==> src/sv/tlti_pkg.sv <==
// shared constants, field widths and helpers for the tank level interpolator
`timescale 1ns / 1ps
`default_nettype none

package tlti_pkg;

  // field widths of one input beat and one output beat
  localparam int KIND_W    = 1;
  localparam int TANK_W    = 2;
  localparam int INDEX_W   = 7;
  localparam int CURRENT_W = 16;
  localparam int VOLUME_W  = 16;
  localparam int LEVEL_W   = 16;

  // default table geometry
  localparam int TANKS_DEF  = 4;
  localparam int POINTS_DEF = 120;

  // serial divider geometry: product over current span
  localparam int DIVIDEND_W = CURRENT_W + VOLUME_W;
  localparam int DIVISOR_W  = CURRENT_W;

  localparam logic [KIND_W-1:0] KIND_WRITE = 1'b0;
  localparam logic [KIND_W-1:0] KIND_QUERY = 1'b1;

  localparam logic [CURRENT_W-1:0] ALL_ONES    = 16'hffff;
  localparam logic [LEVEL_W-1:0]   LEVEL_CLAMP = 16'd65000;

  // an all-ones stored value reads as zero
  function automatic logic [CURRENT_W-1:0] norm(input logic [CURRENT_W-1:0] v);
    norm = (v == ALL_ONES) ? '0 : v;
  endfunction

endpackage

`default_nettype wire

==> src/sv/tlti_div.sv <==
// restoring divider, one quotient bit per cycle
`timescale 1ns / 1ps
`default_nettype none

module tlti_div (
  input  wire logic                            clk_i,
  input  wire logic                            rst_ni,
  input  wire logic                            start_i,
  input  wire logic [tlti_pkg::DIVIDEND_W-1:0] dividend_i,
  input  wire logic [tlti_pkg::DIVISOR_W-1:0]  divisor_i,
  output logic                                 busy_o,
  output logic                                 done_o,
  output logic [tlti_pkg::DIVIDEND_W-1:0]      quotient_o
);
  import tlti_pkg::*;

  localparam int CNT_W = $clog2(DIVIDEND_W);
  localparam logic [CNT_W-1:0] CNT_LAST = CNT_W'(DIVIDEND_W - 1);

  logic                  busy_q, done_q;
  logic [CNT_W-1:0]      cnt_q;
  logic [DIVISOR_W-1:0]  rem_q, rem_d;
  logic [DIVISOR_W-1:0]  dvs_q;
  logic [DIVIDEND_W-1:0] quo_q;
  logic [DIVISOR_W:0]    trial;
  logic                  ge;

  always_comb begin
    trial = {rem_q, quo_q[DIVIDEND_W-1]};
    ge    = (trial >= {1'b0, dvs_q});
    rem_d = ge ? DIVISOR_W'(trial - {1'b0, dvs_q}) : trial[DIVISOR_W-1:0];
  end

  always_ff @(posedge clk_i or negedge rst_ni) begin
    if (!rst_ni) begin
      busy_q <= 1'b0;
      done_q <= 1'b0;
      cnt_q  <= '0;
      rem_q  <= '0;
      dvs_q  <= '0;
      quo_q  <= '0;
    end else begin
      done_q <= busy_q && !start_i && (cnt_q == CNT_LAST);
      if (start_i) begin
        busy_q <= 1'b1;
        cnt_q  <= '0;
        rem_q  <= '0;
        dvs_q  <= divisor_i;
        quo_q  <= dividend_i;
      end else if (busy_q) begin
        rem_q <= rem_d;
        quo_q <= {quo_q[DIVIDEND_W-2:0], ge};
        cnt_q <= cnt_q + 1'b1;
        if (cnt_q == CNT_LAST) begin
          busy_q <= 1'b0;
        end
      end
    end
  end

  assign busy_o     = busy_q;
  assign done_o     = done_q;
  assign quotient_o = quo_q;

endmodule

`default_nettype wire

==> config.mk <==
export PLATFORM = sky130hd
export DESIGN_NAME = tlti_div
export DESIGN_NICKNAME = d
export VERILOG_FILES = /design/src/sv/tlti_pkg.sv /design/src/sv/tlti_div.sv
export SDC_FILE = /design/constraint.sdc
export NUM_CORES = 1
export LEC_CHECK = 0
export BUFFER_PORTS_ARGS = -buffer_cell sky130_fd_sc_hd__buf_2
export CORE_UTILIZATION = 45
export CTS_CLUSTER_DIAMETER = 80
export CTS_CLUSTER_SIZE = 16
export DETAILED_ROUTE_END_ITERATION = 6
export GPL_ROUTABILITY_DRIVEN = 0
export PLACE_DENSITY_LB_ADDON = 0.08
export SLEW_MARGIN = 10
export SYNTH_ARGS = -nofsm -noshare
export SYNTH_HDL_FRONTEND = slang
export SYNTH_SLANG_ARGS = --single-unit
==> constraint.sdc <==
create_clock -name clk_i -period 4.7 [get_ports clk_i]
set_input_delay 0.235 -clock clk_i [delete_from_list [all_inputs] [get_ports clk_i]]
set_output_delay 0.235 -clock clk_i [all_outputs]
set_load 0.005 [all_outputs]
==> impl_results.md, run 1 <==
- Core Footprint: a little over 9000 sq um
- # IOs: 85
- # nets final: 581
- Power per Cell Area: around 450 nW/um^2
- Synthesized Nets: between 500 and 600
- Unique masters post-synth: 62
- Post-synth top cells: dfrtp_1 (71), nand2_1 (63), o21ai_0 (50)
- Setup crit end kind: register
- Status: finished, violations left
- CTS tree: built
- Number of clock sinks: roughly 70
- Leak: roughly 2.5 nW
- Synthesized area per cell: between 9 and 10 sq um
- Residual DRC count: 0
- Hold_ws: -0.003260 ns
- Starting Density: 46.29%
- Period utilization: about 54%
- EDFF count, synth: 0
- Post-cts sizing count: 0
- Reg clk slew, reported paths: ~0.070 ns
- Rel. slew slack: between 40% and 50%
- Area grow syn2layout: 13.37%
- N_diodes: 0
- Detail Placement HPWL: between 6 and 7 mm
- Avg WL per Cell: approximately 15 um
- Final WL: ~9.6 mm
- Synth Register Bits: 71
- Hold Path Class: input pin to async pin
- Synth Cell Area: around 4300 sq um
- Vias: roughly 3500
- Design area: 4826 sq um
- Initial antenna violation count: 0
- Clk_skew: 0.008824 ns
- Final ANT Viol Nets: 0
- Vias in the first global route: roughly 3300
- Area share of the largest cell type after synthesis: around two fifths
- Area leader, netlist: dfrtp_1
- Clock Latency Late Sink: about 0.35 ns
- Reg2reg end: rem_q[7]
- Die width: ~99 um
- Gr usage total: roughly 20%
- Max Cap Viol: 0
- Fmax: 390.7 MHz
- Crit path max fanout: 16
- Critical Path Start Type: register
- Main area contributors after synthesis: dfrtp_1 (42%), mux2i_1 (8.0%), o21ai_0 (5.9%), nand2_1 (5.6%), ha_1 (5.3%)
- CP arrival: between 2 and 3 ns
- Most frequent cell after synthesis: dfrtp_1
- IR Drop Worst-Case VDD: ~0.21 mV
- Die area: about 9900 sq um
- Mapped Cells: ~440
- Clk buf depth: 2
- Hold Buf Count CTS: 0
- Final setup violating endpoints: 0
- Pin count of the biggest net entering global routing: 92
- Reg2Reg Launch Point: rem_q[9]
- CTS H-tree lvls: 3
- Starting DRT DRC Count: 153
- RSZ-0062 raised after global routing: false
- Std cell rows: 35
- Final max-slew violation count: 0
- Ys Warns: 0
- Path depth of the worst reg2reg path: 7
- Main synth FF type: dfrtp_1
- Layout cells sized above 1: about a quarter
- Placed cell areas: roughly 4600 sq um
- Post-CTS setup repair buffer count: 0
- IO buf count: 84
- Grt ovf: 0
- Clock root buffer master: clkbuf_8
- CP required: between 4 and 5 ns
- Fin. Hold Viols: 4
- Pre-Repair DR Iteration Count: 4
- Async SR Flop Fraction: 100.0%
- Register area share after synthesis: roughly two fifths
- R2R Setup Slk: roughly 2.1 ns
- Minimum clock period: around 2.6 ns
- Die height: around 99 um
- Worst slew pin tran: about 0.85 ns
- First-pass GRT wire length: about 16 mm
- Vias/cell: around 5.5
- Critical path type: register to register
- Failing checks: hold timing
- Setup TNS Final: 0 ns
- TritonCTS Buffers: 9
## layout by cell type (no fill, tap or decap), drive strengths merged, types with 2 or more instances in the layout
cell	instances
mux2i	34
o221ai	2
a21o	5
nand2	63
or3	3
clkinv	3
nor2	30
dfrtp	71
xor2	5
buf	88
xnor2	7
nand3	10
a31oi	4
o31ai	4
nand2b	2
nor2b	2
o21ai	58
a311oi	11
nand4	4
ha	18
a21oi	14
o211ai	4
nor3	3
o21bai	2
inv	21
nor3b	5
o2111ai	2
o21a	7
clkbuf	10
and3	3
## report_power, final
group          internal (mW)  total (mW)  switching [mW]
clock network          0.262       0.506           0.243
logic                  0.373       0.882           0.508
registers              0.700       0.766          0.0656
## kinds of logic after synthesis
logic type | count (synthesis) | synth area share [%]
buf+inv | 49 | 7.172
compound gates | 125 | 20.58
simple gates | 130 | 14.02
fa+ha+maj | 19 | 5.761
mux | 35 | 8.260
flops | 71 | 41.74
xor+xnor | 12 | 2.469
## layer usage
metal | vias up | GRT usage (%) | part of all wire [%]
met5 | - | 0 | 0
met4 | 0 | 6.900 | 1.5
met3 | 12 | 3.022 | 3.2
met2 | 71 | 33.60 | 47
met1 | 1681 | 27.40 | 48
li1 | 1708 | - | -
## how the worst max path moves through the flow
stage	startpoint	endpoint	slack, ns	depth (start not counted)
final	rem_q[9]	rem_q[7]	2.14	7
after global routing	rem_q[9]	rem_q[9]	1.99	7
after floorplan	rem_q[9]	rem_q[10]	2.56	9
after CTS	rem_q[9]	rem_q[7]	2.16	7
after detailed placement	rem_q[9]	rem_q[7]	2.15	7
after global placement	rem_q[9]	rem_q[13]	2.26	7
## layout make-up
class / instances / area, sq um
fillers: 907 / 4370
multi-input cells: 321 / 2175
flip-flops and latches: 71 / 1778
repair buffers: 88 / 452.9
well taps: 111 / 138.9
clock buffers: 10 / 137.6
inverters: 20 / 75.07
clock inverters: 6 / 68.82
## worst max-delay path, stage by stage (launching register included)
cell and delay, ns:
dfrtp_1 0.40, ha_1 0.44, a21oi_4 0.24, nor2_2 0.05, or3_4 0.39, o21ai_4 0.45, nand2_1 0.15, o311a_1 0.33
## stage by stage
step	total power [mW]	utilization (%)	instances	worst slack, ns
floorplan	1.473	-	441	2.560
global placement	1.647	50.23	611	2.257
detailed placement	1.655	50.23	611	2.151
CTS	2.169	52.48	627	2.158
global route	2.307	52.48	627	1.991
finish	2.153	52.48	627	2.140
## registers in the layout, indices dropped and copies added (netlist names)
signal      cells
busy_o          1
done_o          1
dvs_q          16
quotient_o     32
rem_q          16
cnt_q           5
Note: power is estimated with default switching activity, not from simulation.
==> run 2: changes to the inputs <==
clock period = 2.2 ns   (was 4.7 ns; I/O delays follow)
==> run 2 against run 1 <==
The run now ends clean; via count increased by 12%; critical path depth increased by 1; power increased to 2.6 times the previous value; flip-flop and latch count unchanged; first-iteration DRC count decreased by 15%; sequential share of layout area decreased by 7.7 points; largest power group unchanged; highest routed layer unchanged.
==> impl_results.md, run 2 (synthesis gave the netlist of run 1 again) <==
- Die area: approximately 10000 sq um
- IR Drop Worst-Case VDD: approximately 0.38 mV
- Clock root buffer master: clkbuf_8
- Period utilization: 98.62%
- Gr usage total: 22.95%
- Hold Path Class: input pin to register
- Fmax: around 460 MHz
- Vias: approximately 3900
- Critical Path Start Type: register
- Leak: 3.077 nW
- CTS H-tree lvls: 3
- Final max-slew violation count: 0
- Clock Latency Late Sink: approximately 0.36 ns
- Core Footprint: 9196 sq um
- Pwr Total: 5.642 mW
- Crit path max fanout: 4
- Pin count of the biggest net entering global routing: 58
- Final WL: 10.90 mm
- Pre-Repair DR Iteration Count: 4
- Clk buf depth: 2
- # IOs: 85
- Max Cap Viol: 0
- Die width: around 99 um
- # nets final: 693
- Most frequent cells in the layout: buf_2 (83), dfrtp_1 (70), buf_4 (63)
- First-pass GRT wire length: 17.94 mm
- Detail Placement HPWL: about 7 mm
- Vias in the first global route: 3807
- Grt ovf: 0
- Most common cell after layout, fill and taps aside: buf_2
- Power per Cell Area: 926.1 nW/um^2
- Worst slew pin tran: 0.5765 ns
- Final ANT Viol Nets: 0
- Clk_skew: 0.009204 ns
- Residual DRC count: 0
- Minimum clock period: around 2.2 ns
- TritonCTS Buffers: 9
- Fin. Hold Viols: 0
- Placed Cells: around 670
- RSZ-0062 raised after global routing: true
- Starting Density: between 40% and 50%
- Std cell rows: 35
- Setup crit end kind: register
- Hold_ws: between 0.2 and 0.25 ns
- IO buf count: 84
- CTS tree: built
- Final setup violating endpoints: 0
- Non-Filler Instances: 739
- Critical path type: register to register
- Status: completed
- Initial antenna violation count: 0
- Reg clk slew, reported paths: about 0.090 ns
- Post-layout util: about two thirds
- Vias/cell: approximately 5.3
- Layout cells sized above 1: between 30% and 40%
- Number of clock sinks: 71
- Avg WL per Cell: around 15 um
- CP required: approximately 2.4 ns
- Area grow syn2layout: 43.12%
- Rel. slew slack: 61.56%
- CP arrival: roughly 2.4 ns
- Max FFs per register: 32
- N_diodes: 0
- Die height: 99.26 um
- Setup TNS Final: 0 ns
- Starting DRT DRC Count: between 100 and 150
## run 2: changes by cell type in the layout (fill, tap and decap cells not counted), sizes merged
cell,previous run,this run
clkinvlp,1,2
clkinv,3,1
inv,21,22
dlygate4sd3,0,49
buf,88,151
## run 2: timing repair
item / CTS / global route
hold buffers: 49 / 0
endpoints found under the hold margin: 64 / 0
resized for setup: 15 / 29
buffers inserted: 6 / 3
pin swaps: 7 / 16
setup endpoints to repair: 16 / 16
## run 2: power breakdown
part           switching (mW)  internal [mW]
logic                    1.37           1.55
clock network           0.543          0.530
registers               0.161           1.49
## run 2: path summary, 6_finish.rpt
| check | start | endpoint | slack, ns | depth (start not counted) |
|---|---|---|---|---|
| max | rem_q[2] | rem_q[9] | 0.03 | 8 |
| min | start_i | quotient_o[25] | 0.24 | 3 |
| max reg2reg | rem_q[2] | rem_q[9] | 0.03 | 8 |
| min reg2reg | dvs_q[15] | dvs_q[15] | 0.54 | 2 |
| max in group asynchronous | rst_ni | dvs_q[15] | 1.41 | 3 |
| min in group asynchronous | rst_ni | rem_q[5] | 0.25 | 2 |
## run 2: cell type report
type,count,area (sq um)
clock inverter,6,67.56
sequential,71,1778
timing repair buffer,200,1470
multi-input combinational,321,2435
inverter,20,75.07
tap,111,138.9
clock buffer,10,127.6
fill,764,3104
## run 2: stage by stage
| step | setup WS, ns | cell area, sq um |
|---|---|---|
| 2_1_floorplan | 0.06025 | 4257 |
| 3_3_place_gp | -0.1706 | 5062 |
| 3_5_place_dp | -0.2117 | 5062 |
| 4_1_cts | -0.02022 | 5899 |
| 5_1_grt | -0.05911 | 6092 |
| 6_report | 0.03045 | 6092 |
## run 2: worst max-delay path: stages, from the launching register on
cell and delay, ns:
dfrtp_1 0.42, ha_4 0.28, a21o_1 0.19, a21oi_4 0.20
a21oi_4 0.10, buf_4 0.14, or3_2 0.44, o211ai_1 0.13
a311oi_2 0.13
## run 2: routing by layer
metal  wire length, um  GRT usage, %  vias to the layer above
met1              5131         30.61                     1852
met3               443         2.811                       14
met5                 0             0                        -
met4               176         9.163                        0
li1                  -             -                     1943
met2              5151         38.14                       88
